[src/rtl/base64_stream_encoder_core_macros.svh]
// Assertion macros shared by the base64 stream encoder RTL.
// Each macro expects a clock named clk and a reset named rst in scope.
`ifndef BASE64_STREAM_ENCODER_CORE_MACROS_SVH
`define BASE64_STREAM_ENCODER_CORE_MACROS_SVH

`define B64E_ALWAYS(label, cond, msg) \
  label: assert property (@(posedge clk) disable iff (rst) (cond)) else $error(msg);

`define B64E_IMPLIES(label, ante, cons, msg) \
  label: assert property (@(posedge clk) disable iff (rst) (ante) |-> (cons)) \
    else $error(msg);

`endif

[src/rtl/b64e_pkg.sv]
// Types, constants and the alphabet lookup for the base64 stream encoder.
// No dependencies.
package b64e_pkg;

  localparam int MAX_CHARS = 4;
  localparam int CHAR_W = 7;
  localparam int CHAR_IDX_W = 2;

  localparam logic [2:0] RES_NONE = 3'd0;
  localparam logic [2:0] RES_TWO = 3'd2;
  localparam logic [2:0] RES_FOUR = 3'd4;

  localparam logic [CHAR_W-1:0] PAD_CHAR = 7'd61;

  typedef struct packed {
    logic [MAX_CHARS-1:0][CHAR_W-1:0] codes;
    logic [CHAR_IDX_W-1:0] last_idx;
    logic last;
  } job_t;

  function automatic logic [CHAR_W-1:0] encode_sextet(input logic [5:0] v);
    logic [CHAR_W-1:0] code;
    case (v) inside
      [6'd0 : 6'd25]: code = 7'd65 + {1'b0, v};
      [6'd26 : 6'd51]: code = 7'd71 + {1'b0, v};
      [6'd52 : 6'd61]: code = {1'b0, v} - 7'd4;
      6'd62: code = 7'd43;
      default: code = 7'd47;
    endcase
    return code;
  endfunction

endpackage

[src/rtl/b64e_front.sv]
// Front end: accepts bytes, tracks the leftover bits and builds one
// character job per byte. Depends on b64e_pkg.
module b64e_front (
  input  logic            clk,
  input  logic            rst,
  input  logic            byte_valid,
  output logic            byte_ready,
  input  logic [7:0]      data_byte,
  input  logic            last_byte,
  output logic            q_push,
  output b64e_pkg::job_t  q_job,
  input  logic            q_ready
);

  logic [3:0] residue_bits;
  logic [2:0] residue_count;
  logic [3:0] residue_bits_next;
  logic [2:0] residue_count_next;
  logic [11:0] acc;
  logic [3:0] rem_bits;
  logic [2:0] rem_count;

  assign byte_ready = q_ready;
  assign q_push = byte_valid && q_ready;
  assign acc = {residue_bits, data_byte};

  always_comb begin
    q_job.codes = {b64e_pkg::MAX_CHARS{b64e_pkg::PAD_CHAR}};
    q_job.last = last_byte;
    case (residue_count)
      b64e_pkg::RES_NONE: begin
        q_job.codes[0] = b64e_pkg::encode_sextet(acc[7:2]);
        q_job.last_idx = 2'd0;
        rem_bits = {2'b00, acc[1:0]};
        rem_count = b64e_pkg::RES_TWO;
      end
      b64e_pkg::RES_TWO: begin
        q_job.codes[0] = b64e_pkg::encode_sextet(acc[9:4]);
        q_job.last_idx = 2'd0;
        rem_bits = acc[3:0];
        rem_count = b64e_pkg::RES_FOUR;
      end
      default: begin
        q_job.codes[0] = b64e_pkg::encode_sextet(acc[11:6]);
        q_job.codes[1] = b64e_pkg::encode_sextet(acc[5:0]);
        q_job.last_idx = 2'd1;
        rem_bits = 4'd0;
        rem_count = b64e_pkg::RES_NONE;
      end
    endcase
    if (last_byte) begin
      case (rem_count)
        b64e_pkg::RES_TWO: begin
          q_job.codes[1] = b64e_pkg::encode_sextet({rem_bits[1:0], 4'b0000});
          q_job.last_idx = 2'd3;
        end
        b64e_pkg::RES_FOUR: begin
          q_job.codes[1] = b64e_pkg::encode_sextet({rem_bits, 2'b00});
          q_job.last_idx = 2'd2;
        end
        default: begin
        end
      endcase
      residue_bits_next = 4'd0;
      residue_count_next = b64e_pkg::RES_NONE;
    end else begin
      residue_bits_next = rem_bits;
      residue_count_next = rem_count;
    end
  end

  always_ff @(posedge clk) begin
    if (rst) begin
      residue_bits <= 4'd0;
      residue_count <= b64e_pkg::RES_NONE;
    end else if (q_push) begin
      residue_bits <= residue_bits_next;
      residue_count <= residue_count_next;
    end
  end

endmodule

[src/rtl/b64e_queue.sv]
// Short job queue between the front end and the character emitter.
// Depends on b64e_pkg.
module b64e_queue #(
  parameter int DEPTH = 2
) (
  input  logic            clk,
  input  logic            rst,
  input  logic            push,
  input  b64e_pkg::job_t  push_job,
  output logic            push_ready,
  output logic            pop_valid,
  output b64e_pkg::job_t  pop_job,
  input  logic            pop
);

  localparam int PTR_W = (DEPTH > 1) ? $clog2(DEPTH) : 1;
  localparam int CNT_W = $clog2(DEPTH + 1);

  b64e_pkg::job_t entries [DEPTH];
  logic [PTR_W-1:0] wr_ptr;
  logic [PTR_W-1:0] rd_ptr;
  logic [CNT_W-1:0] count;
  logic do_push;
  logic do_pop;

  assign push_ready = (count != CNT_W'(DEPTH));
  assign pop_valid = (count != '0);
  assign pop_job = entries[rd_ptr];
  assign do_push = push && push_ready;
  assign do_pop = pop && pop_valid;

  always_ff @(posedge clk) begin
    if (do_push) begin
      entries[wr_ptr] <= push_job;
    end
  end

  always_ff @(posedge clk) begin
    if (rst) begin
      wr_ptr <= '0;
      rd_ptr <= '0;
      count <= '0;
    end else begin
      if (do_push) begin
        wr_ptr <= (wr_ptr == PTR_W'(DEPTH - 1)) ? '0 : wr_ptr + 1'b1;
      end
      if (do_pop) begin
        rd_ptr <= (rd_ptr == PTR_W'(DEPTH - 1)) ? '0 : rd_ptr + 1'b1;
      end
      if (do_push && !do_pop) begin
        count <= count + 1'b1;
      end else if (do_pop && !do_push) begin
        count <= count - 1'b1;
      end
    end
  end

endmodule

[src/rtl/b64e_back.sv]
// Back end: walks the characters of each queued job into the output register,
// one per cycle unless char_ready stalls it. Depends on b64e_pkg.
module b64e_back (
  input  logic                          clk,
  input  logic                          rst,
  input  logic                          q_valid,
  input  b64e_pkg::job_t                q_job,
  output logic                          q_pop,
  output logic                          char_valid,
  input  logic                          char_ready,
  output logic [b64e_pkg::CHAR_W-1:0]   char_code,
  output logic                          last_char
);

  logic [b64e_pkg::CHAR_IDX_W-1:0] idx;
  logic load;
  logic final_of_job;

  assign load = q_valid && (!char_valid || char_ready);
  assign final_of_job = (idx == q_job.last_idx);
  assign q_pop = load && final_of_job;

  always_ff @(posedge clk) begin
    if (load) begin
      char_code <= q_job.codes[idx];
      last_char <= q_job.last && final_of_job;
    end
  end

  always_ff @(posedge clk) begin
    if (rst) begin
      char_valid <= 1'b0;
      idx <= '0;
    end else if (load) begin
      char_valid <= 1'b1;
      idx <= final_of_job ? '0 : idx + 1'b1;
    end else if (char_ready) begin
      char_valid <= 1'b0;
    end
  end

endmodule

[src/rtl/base64_stream_encoder_core.sv]
// Base64 stream encoder top level: front end, job queue and character emitter.
// Depends on b64e_pkg, b64e_front, b64e_queue, b64e_back and the macro header.
// The first character of a byte passes through a queue entry and the output register.
// Throughput: one character per cycle through the single output register, unless
// char_ready stalls it; a plain byte gives 1 or 2 characters and the last byte 2 to 4.
// Reset clears the leftover bits, the queue and the output valid; no clearing pass.
`include "base64_stream_encoder_core_macros.svh"

module base64_stream_encoder_core #(
  parameter int QUEUE_DEPTH = 2
) (
  input  logic                          clk,
  input  logic                          rst,
  input  logic                          byte_valid,
  output logic                          byte_ready,
  input  logic [7:0]                    data_byte,
  input  logic                          last_byte,
  output logic                          char_valid,
  input  logic                          char_ready,
  output logic [b64e_pkg::CHAR_W-1:0]   char_code,
  output logic                          last_char
);

  logic push;
  logic push_ready;
  b64e_pkg::job_t push_job;
  logic q_valid;
  b64e_pkg::job_t q_job;
  logic q_pop;

  b64e_front u_front (
    .clk        (clk),
    .rst        (rst),
    .byte_valid (byte_valid),
    .byte_ready (byte_ready),
    .data_byte  (data_byte),
    .last_byte  (last_byte),
    .q_push     (push),
    .q_job      (push_job),
    .q_ready    (push_ready)
  );

  b64e_queue #(
    .DEPTH (QUEUE_DEPTH)
  ) u_queue (
    .clk        (clk),
    .rst        (rst),
    .push       (push),
    .push_job   (push_job),
    .push_ready (push_ready),
    .pop_valid  (q_valid),
    .pop_job    (q_job),
    .pop        (q_pop)
  );

  b64e_back u_back (
    .clk        (clk),
    .rst        (rst),
    .q_valid    (q_valid),
    .q_job      (q_job),
    .q_pop      (q_pop),
    .char_valid (char_valid),
    .char_ready (char_ready),
    .char_code  (char_code),
    .last_char  (last_char)
  );

  `B64E_ALWAYS(a_pop_needs_job, !q_pop || q_valid, "emitter popped an empty queue")
  `B64E_IMPLIES(a_plain_byte_short, push && !push_job.last, push_job.last_idx != 2'd3, "ordinary byte built four characters")
  `B64E_IMPLIES(a_last_byte_long, push && push_job.last, push_job.last_idx != 2'd0, "last byte built a single character")

endmodule
[config.mk]
export PLATFORM = sky130hd
export DESIGN_NAME = base64_stream_encoder_core
export DESIGN_NICKNAME = d
export VERILOG_FILES = /design/src/rtl/b64e_pkg.sv /design/src/rtl/b64e_front.sv /design/src/rtl/b64e_queue.sv /design/src/rtl/b64e_back.sv /design/src/rtl/base64_stream_encoder_core.sv
export VERILOG_INCLUDE_DIRS = /design/src /design/src/rtl
export SDC_FILE = /design/constraint.sdc
export NUM_CORES = 1
export LEC_CHECK = 0
export BUFFER_PORTS_ARGS = -buffer_cell sky130_fd_sc_hd__buf_2
export CAP_MARGIN = 20
export CORE_MARGIN = 3
export CORE_UTILIZATION = 25
export DETAILED_ROUTE_END_ITERATION = 8
export GPL_ROUTABILITY_DRIVEN = 0
export PLACE_DENSITY = 0.4
export SLEW_MARGIN = 20
export SYNTH_ARGS = -nofsm -noshare
export SYNTH_HDL_FRONTEND = slang
export SYNTH_SLANG_ARGS = --single-unit
[constraint.sdc]
create_clock -name clk -period 2.5 [get_ports clk]
set_clock_uncertainty 0.2 [all_clocks]
set_input_delay 0.125 -clock clk [delete_from_list [all_inputs] [get_ports clk]]
set_output_delay 0.125 -clock clk [all_outputs]
set_load 0.05 [all_outputs]
======== Word level (Yosys, flattened, before mapping) ========
Memories as Yosys holds them, arrays and structs flattened. A register that Yosys moved wholly into a read port is not among the register bits.
Index checks and enable logic that the tools add are counted.
word-level totals
  bits in registers ....................... 22
  RAM bits ................................ 34
  input port bits ......................... 13
  output and inout port bits .............. 10
  word-level logic and storage cells ...... 159
  memories ................................ 1
memories
  name             depth  width  rd ports  clocked after memory_dff  write ports  RTL line          source
  u_queue.entries  2      17     1         1                         1            b64e_queue.sv:19  b64e_pkg::job_t entries [DEPTH];
operators by class
  add/sub/neg operators ................... 23
  $lt $le $gt $ge ......................... 37
  equality and inequality tests ........... 9
  mux-type cells .......................... 45
  reductions and logical operators ........ 35
operator list
  operator               count
  $mux W7                21
  $add A7 B6 Y7 const A  12
  $le A6 B6 Y1 const B   12
  $sub A6 B3 Y7 const B  6
  $ge A6 B1 Y1 const B   6
  $ge A6 B5 Y1 const B   6
  $ge A6 B6 Y1 const B   6
  $le A6 B5 Y1 const B   6
  $logic_and A1 B1 Y1    26
  $eq A6 B6 Y1 const B   4
  $pmux W9 S2            1
  $mux W3                5
  $bmux W7 S2            1
  $pmux W7 S2            1
  $mux W1                8
  $mux W2                4
  $pmux W4 S2            1
  $eq A3 B2 Y1 const B   2
  $pmux W3 S2            1
  $reduce_bool A2 Y1     3
  $add A2 B1 Y2 const B  2
  $mux W4                1
  $pmux W2 S2            1
  $eq A3 B3 Y1 const B   1
  other kinds (9)        12

======== Depth between registers and ports, before layout ========
Gate-level depths: netlist of the first run.
  word-level depth ........................ 9
  depth in mapped cells ................... 10
  gate-level depth less buffers ........... 8

======== Modules after synthesis ========
Synthesis of the first run repeated with hierarchy kept, for this count alone.
unflattened totals
  cells, all modules ...................... 552
  area total of the unflattened synthesis .. 5774.3 um^2
modules (own cells, without submodules)
  module      instances  cells each  area each (um^2)  seq. area each (um^2)
  b64e_front  1          394         2715.1            120.1
  b64e_queue  1          120         2448.6            1961.9
  b64e_back   1          38          610.6             300.3

======== Worst setup path after synthesis of the first run ========
Ideal clock, no wire load.
  path kind ............................... register to register
  from .................................... register u_front.residue_bits[0]
  to ...................................... memory u_queue.entries[0][3] (netlist name) (data pin)
  setup time .............................. 0.270 ns
  arrival time ............................ 2.167 ns
  required time ........................... 2.030 ns
  path slack .............................. -0.137 ns
  cell stages (with the launch flop) ...... 10
  buffers on the path ..................... 1
  clock period less this slack ............ 2.637 ns
  path through ............................ dfxtp_1 buf_2 inv_1 ha_1 and2_1 o31ai_2 o211ai_1 o31ai_1 a21oi_1 or3b_1
RTL lines
  element                 RTL line          source
  from (decl)             b64e_front.sv:15  logic [3:0] residue_bits;
  from (signal assigned)  b64e_front.sv:77  residue_bits <= residue_bits_next;
  to (decl)               b64e_queue.sv:19

==> impl_results.md, run 1 <==
- CP bufs+invs: 2
- Drc violations: 0
- Post-synthesis simple-gate area fraction: 17.9%
- Antenna cells: 0
- Layout cells sized above 1: 31.0%
- Power Density: 610 nW/um2
- Fmax: 0.398 GHz
- Synthesized area per cell: around 9.1 um2
- Vias in the first global route: 4131
- Clock transition at path regs: roughly 0.06 ns
- CP Data Required Time: between 2 and 2.5 ns
- Clock share of power: 18.6%
- Compound-gate portion of the synthesized area: 22.4%
- Register area: roughly 1500 um2
- Setup crit start kind: flip-flop
- Total Power: 0.00355 W
- Port Buffers: 22
- Root buffer cell: clkbuf_16
- Critical path class: flip-flop to flip-flop
- H-Tree Depth: 2
- Worst vdd ir: 654 uV
- Area leader, netlist: edfxtp_1
- FILL cells: roughly 1800
- Total routed wirelength: about 14000 um
- Final hold vios: 0
- First-pass GRT wire length: 21900 um
- Worst Tran Pin Value: 0.553 ns
- Largest family of logic cells by synthesized area: compound AO/OA/AOI/OAI gates
- P_int: 0.00225 W
- CTS tree: built
- Yosys warns: 0
- Post-Synth Adder-Cell Area: 7.83%
- CP Capture Type: flip-flop
- Worst slack at placement: -0.224 ns
- Initial antenna violation count: 0
- Sink Count: 56
- Distinct cells, synth: 71
- Register area share after synthesis: between 30% and 40%
- Antenna viol nets, final: 0
- Core Area: 17400 um2
- Min cycle time layout: between 2 and 3 ns
- Synth Area in XOR/XNOR: 5.48%
- Hold Startpoint: byte_valid
- CP max-delay cell: or4_4
- Ys flop type: edfxtp_1
- Num ports: 23
- Critical path launch point: u_front.residue_bits[0]
- Total of max-cap violations: 0
- Syn nets: roughly 530
- Pre-antenna DRT Iters: 4
- Std-Cell Rows: 48
- Relative slew slack: 63.0%
- Crit path max fanout: 6
- Post-DR wirelength/cell: 16.8 um
- Largest stage delay, worst path: 0.46 ns
- CP cell instances: nand2_2 -> or4_4 -> a21o_1 -> buf_12 -> buf_4 -> nand3_1 -> o2111ai_1 -> a211o_1
- Starting Density: 25.7%
- Failing checks: negative setup slack
- Area Growth Syn to Fin: 30.0%
- CP arrival: roughly 2.3 ns
- Via count: 4107
- Worst hold path class: input port to flip-flop
- Synth top area cells: edfxtp_1 28%, ha_1 7.8%, dfxtp_1 6.3%, xnor2_1 4.5%, nor2_1 3.9%
- Reg2reg start: u_front.residue_bits[0]
- Mux share of post-synthesis cell area: under 10%
- RSZ-0062 raised after global routing: true
- Number of synthesized flops with an enable pin: between 40 and 50
- Register share of total power: 37.8%
- Total negative setup slack: -0.0312 ns
- Pleak: 2.27 nW
- Clock tree buffer depth: 2
- Starting DRC count in detailed routing: roughly 250
- Yosys top cell area share: 28.2%
- Die area: 19500 um2
- Largest net degree at the start of global routing: 18
- Final Cycle Share: 101%
- Sw Ratio: 36.7%
- Number of synthesized register bits: 56
- Family with the most delay on the worst path: compound AO/OA/AOI/OAI gates
- CTS buffer count: 5
- GRT overflow: 0
- Syn Inst Count: 493
- GRT Util Overall: 13.8%
- Post-synth ARST share: 0%
- Comb power frac: a little over two fifths
- Final worst slack: -0.0157 ns
- Psw: about 0.0013 W
- Setup-failing EPs final: 2
- Worst-skew pair later-pin latency: 0.29 ns
- # nets final: between 600 and 700
- Post-synthesis cell area: 4470 um2
- Status: finished, violations left
- Die W: 140 um
- HPWL Detailed: 11100 um
- Vias per cell: 5.00
- Multi-input gate area: 2770 um2
- Die Span Y: about 140 um
- Final Max Slew Viols: 0
==> cells by family after synthesis <==
kind of cell,Yosys count
AND/OR/NAND/NOR,161
AO/OA/AOI/OAI,142
buffers and inverters,62
flip-flops,56
XOR/XNOR,28
adder cells (fa/ha/maj),28
multiplexers,16
==> cells in the final DEF, fill, tap and decap left out, types with 12 or more instances in the layout <==
master and count:
nand2_1 32, inv_1 24, xnor2_1 23, a21oi_1 27, edfxtp_1 42, o21ai_0 25, buf_4 100, ha_1 23
nand3_1 18, nor3_1 15, dfxtp_1 12, buf_2 22, nor2_1 44
==> registers in the layout, summed over array words and instances (netlist names), named ones only <==
name,cells
u_back.char_code,7
u_back.char_valid,1
u_front.residue_bits,4
u_front.residue_count,2
u_queue.count,2
u_back.last_char,1
u_queue.wr_ptr,1
u_queue.entries,34
u_back.idx,2
u_queue.rd_ptr,1
==> synthesized netlist by cell type, drive strengths merged, types with 3 or more instances <==
library cell	count
ha	28
xor2	5
o21ai	26
mux2i	7
inv	28
edfxtp	42
or3	3
a32oi	4
a311oi	5
clkbuf	17
dfxtp	14
mux4	7
o311ai	5
and3	3
o2111ai	3
o31ai	5
a31oi	8
a211o	6
or4	4
nor3	16
nand4	4
and2	4
a21o	9
a21oi	30
nand2	33
a21boi	4
nor2	46
o211a	3
a211oi	3
a32o	4
buf	17
nor2b	6
xnor2	23
or2	8
nand3	18
o211ai	8
nand2b	5
==> repair_timing <==
item                       in CTS  in global routing
pin swaps                       5                 12
hold buffers                    2                  1
hold endpoints to repair       14                  1
setup buffers                   2                  2
setup endpoints to repair      14                 16
resized for setup               8                 24
==> power groups by stage <==
stage | Clock (W) | Combinational (W) | Sequential [W]
6_report | 0.000659 | 0.00155 | 0.00134
5_1_grt | 0.000734 | 0.00169 | 0.00136
4_1_cts | 0.000690 | 0.00155 | 0.00134
3_5_place_dp | 0 | 0.00154 | 0.00136
3_3_place_gp | 0 | 0.00153 | 0.00136
2_1_floorplan | 0 | 0.000824 | 0.00157
==> stage by stage <==
step                      utilization, %  instances  hold WS, ns  cell area, um2
after floorplan                        -        493     -0.00593            4500
after global placement              31.6        807        0.222            5500
after detailed placement            31.6        807        0.234            5500
after CTS                           32.7        818     0.000538            5690
after global routing                33.4        821       0.0841            5820
final                               33.4        821       0.0521            5820
==> worst min-delay path, delay by kind of cell <==
family,cells,cell delay [ns]
and+or+nand+nor,4,0.21
buffers and inverters,2,0.15
==> final cells by class <==
cell class / instances / share of cell area (%)
multi-input cells: 375 / 47.5
flip-flops and latches: 56 / 26.6
repair buffers: 130 / 16.7
well taps: 225 / 4.84
clock buffers: 5 / 2.15
inverters: 28 / 1.89
clock inverters: 2 / 0.215
==> routing by layer <==
layer	vias up	global-route usage, %	wire (um)
met3	19	1.75	349
met2	82	23.4	6700
met5	-	0	0
li1	2031	-	-
met1	1975	18.4	6400
met4	0	4.28	308
==> final timing paths <==
path                                         endpoint  slack (ns)  cells past startpoint
worst max-delay path            u_queue.entries[1][7]       -0.02                      8
worst min-delay path                   u_queue.wr_ptr        0.05                      6
worst max register to register  u_queue.entries[1][7]       -0.02                      8
worst min register to register      u_back.char_valid        0.30                      2
No activity file was read; power rests on OpenSTA's default activity.
==> run 2: changes to the inputs <==
--- a/config.mk
+++ b/config.mk
@@ -12,7 +12,7 @@
 export CORE_UTILIZATION = 25
 export DETAILED_ROUTE_END_ITERATION = 8
 export GPL_ROUTABILITY_DRIVEN = 0
-export PLACE_DENSITY = 0.4
+export PLACE_DENSITY = 0.51
 export SLEW_MARGIN = 20
 export SYNTH_ARGS = -nofsm -noshare
 export SYNTH_HDL_FRONTEND = slang
==> run 2 against run 1 <==
  * The flow now finishes without violations
  * Routed wire length fell by 6.9%
  * Non-clock buffer count down 9
  * Via count rose by 0.54%
  * Hold slack hardly changed
  * Cell count decreased by 0.97%
  * Fmax is 1.3% higher
  * Largest cell class unchanged
  * Largest power group unchanged
==> impl_results.md, run 2 (synthesis results as in run 1) <==
- Port Buffers: 22 (unchanged)
- FILL cells: 1815 (-0.82%)
- Relative slew slack: 62.7% (-0.30 points)
- Post-DR wirelength/cell: 15.8 um (-6.0%)
- GR Util met3: 1.51% (-0.24 points)
- Hold WS: 0.0523 ns (+0.000174 ns)
- Pre-antenna DRT Iters: 6 (+2)
- Std-Cell Rows: 48 (unchanged)
- Vias per cell: 5.08 (+1.5%)
- Final Cycle Share: 99.4% (-1.3 points)
- Worst hold path class: input port to flip-flop
- Via count: 4129 (+0.54%)
- Commonest non-fill, non-tap cell in the layout: buf_4
- Max reg flops: 34 (unchanged)
- Clock transition at path regs: 0.07 ns (about the same)
- # nets final: 628 (-1.4%)
- Starting DRC count in detailed routing: 225 (-9.3%)
- CP arrival: 2.31 ns (-0.03 ns)
- Fmax: 0.403 GHz (+1.3%)
- Largest registers: u_queue.entries x34, u_back.char_code x7, u_front.residue_bits x4
- CTS buffer count: 5 (unchanged)
- Status: complete, no violations
- Total of max-cap violations: 0 (unchanged)
- Die W: 140 um (unchanged)
- Worst Tran Pin Value: 0.557 ns (+0.00447 ns)
- RSZ-0062 raised after global routing: true
- Commonest cells after routing, fill and taps aside: 94 x buf_4, 43 x nor2_1, 42 x edfxtp_1, 32 x nand2_1, 26 x a21oi_1
- GRT overflow: 0 (unchanged)
- Setup crit start kind: flip-flop
- Pleak: 2.22 nW (-2.3%)
- Crit path max fanout: 7 (+1)
- Area Growth Syn to Fin: 27.8%
- HPWL Detailed: 10300 um (-7.1%)
- CP Capture Type: flip-flop
- Hold Path Depth: 6 (unchanged)
- Setup-failing EPs final: 0 (-2)
- Antenna cells: 0 (unchanged)
- Starting Density: 25.7% (unchanged)
- Vias in the first global route: 4014 (-2.8%)
- Largest net degree at the start of global routing: 20 (+2)
- Busiest layer in global routing: met2
- Critical path class: flip-flop to flip-flop
- Clock tree buffer depth: 2 (unchanged)
- Core Area: 17400 um2 (unchanged)
- Drc violations: 0 (unchanged)
- Setup slack, reg-to-reg: 0.02 ns (+0.03 ns)
- CP Data Required Time: 2.33 ns (about the same)
- Grt met1 use: 17.3% (-1.1 points)
- Hold EP: u_queue.wr_ptr
- FF-to-FF path depth: 8 (unchanged)
- Reg2reg end: u_queue.entries[1][7]
- Antenna viol nets, final: 0 (unchanged)
- Total Power: 0.00353 W (-0.46%)
- CTS tree: built
- Total negative setup slack: 0 ns (+0.0312 ns)
- Post-layout util: 32.8% (-0.58 points)
- GRT Util Overall: 12.9% (-0.96 points)
- Num ports: 23 (unchanged)
- Reg2reg start: u_front.residue_bits[0]
- GR Util met2: 22.1% (-1.3 points)
- Sink Count: 56 (unchanged)
- Final Max Slew Viols: 0 (unchanged)
- Die area: 19500 um2 (unchanged)
- Die Span Y: 140 um (unchanged)
- Final hold vios: 0 (unchanged)
- Worst-skew pair later-pin latency: 0.29 ns (about the same)
- Biggest register: u_queue.entries
- Worst vdd ir: 400 uV (-39%)
- Root buffer cell: clkbuf_16
- First-pass GRT wire length: 20800 um (-5.0%)
- Hold Startpoint: byte_valid
- Initial antenna violation count: 0 (unchanged)
- Layout cells sized above 1: 29.9% (-1.1 points)
- Min cycle time layout: 2.48 ns (-0.0314 ns)
- Total routed wirelength: 12800 um (-6.9%)
- Power Density: 618 nW/um2 (+1.3%)
- H-Tree Depth: 2 (unchanged)
run 2: cell count changes in the layout (fill, tap and decap cells not counted), moves of 2 or more:
cell / delta
buf_4: -6
a21oi_2: +2
buf_12: -3
inv_4: +2
inv_2: -2
run 2: routing by layer:
metal | vias up | part of all wire (%)
met1 | 1984 | 45
met5 | - | 0
met4 | 0 | 1.7
met3 | 19 | 4.0
li1 | 2013 | -
met2 | 113 | 49
run 2: worst max-delay path by stage:
| stage | from | to | slack, ns | depth (start not counted) |
|---|---|---|---|---|
| 3_3_place_gp | u_front.residue_bits[1] | u_queue.entries[1][3] | -0.19 | 7 |
| 2_1_floorplan | u_front.residue_bits[0] | u_queue.entries[0][3] | 0.03 | 9 |
| 5_1_grt | u_front.residue_bits[0] | u_queue.entries[1][3] | -0.04 | 8 |
| 3_5_place_dp | u_front.residue_bits[1] | u_queue.entries[0][3] | -0.21 | 7 |
| 6_report | u_front.residue_bits[0] | u_queue.entries[1][7] | 0.02 | 8 |
| 4_1_cts | u_front.residue_bits[0] | u_queue.entries[0][5] | 0.006 | 7 |
run 2: where the power goes:
| part | switching (W) | total (W) | internal, W |
|---|---|---|---|
| registers | 0.0000930 | 0.00135 | 0.00126 |
| logic | 0.000881 | 0.00148 | 0.000594 |
| clock network | 0.000323 | 0.000703 | 0.000380 |
| total | 0.00130 | 0.00353 | 0.00224 |
run 2: through the flow:
| stage | instance area (um2) | cells | worst slack, ns |
|---|---|---|---|
| after floorplan | 4500 | 493 | 0.0282 |
| after global placement | 5400 | 798 | -0.192 |
| after detailed placement | 5400 | 798 | -0.211 |
| after CTS | 5630 | 813 | 0.00550 |
| after global routing | 5720 | 813 | -0.0361 |
| final | 5720 | 813 | 0.0158 |
run 2: area by class of cell:
cell class                      instances  area [um2]  share of cell area [%]
Multi-Input combinational cell        375        2750                    48.1
Clock inverter                          3        27.5                   0.482
Timing Repair Buffer                  121         867                    15.2
Inverter                               28         115                    2.01
Clock buffer                            5         125                    2.19
Sequential cell                        56        1550                    27.1
Tap cell                              225         282                    4.92
run 2: what timing repair did:
action,in CTS,in global routing
hold endpoints to repair,13,0
setup buffers,3,0
hold buffers,4,0
pin swaps,4,11
gates resized for setup,8,22
endpoints found under the setup margin,12,17
run 2: critical path: stages (launching register included):
cell and delay (ns):
dfxtp_4 0.43, nand2_2 0.08, or4_4 0.44, a21o_1 0.24, buf_4 0.17, buf_4 0.13, nand3_1 0.07, a41oi_1 0.12
a211o_1 0.33
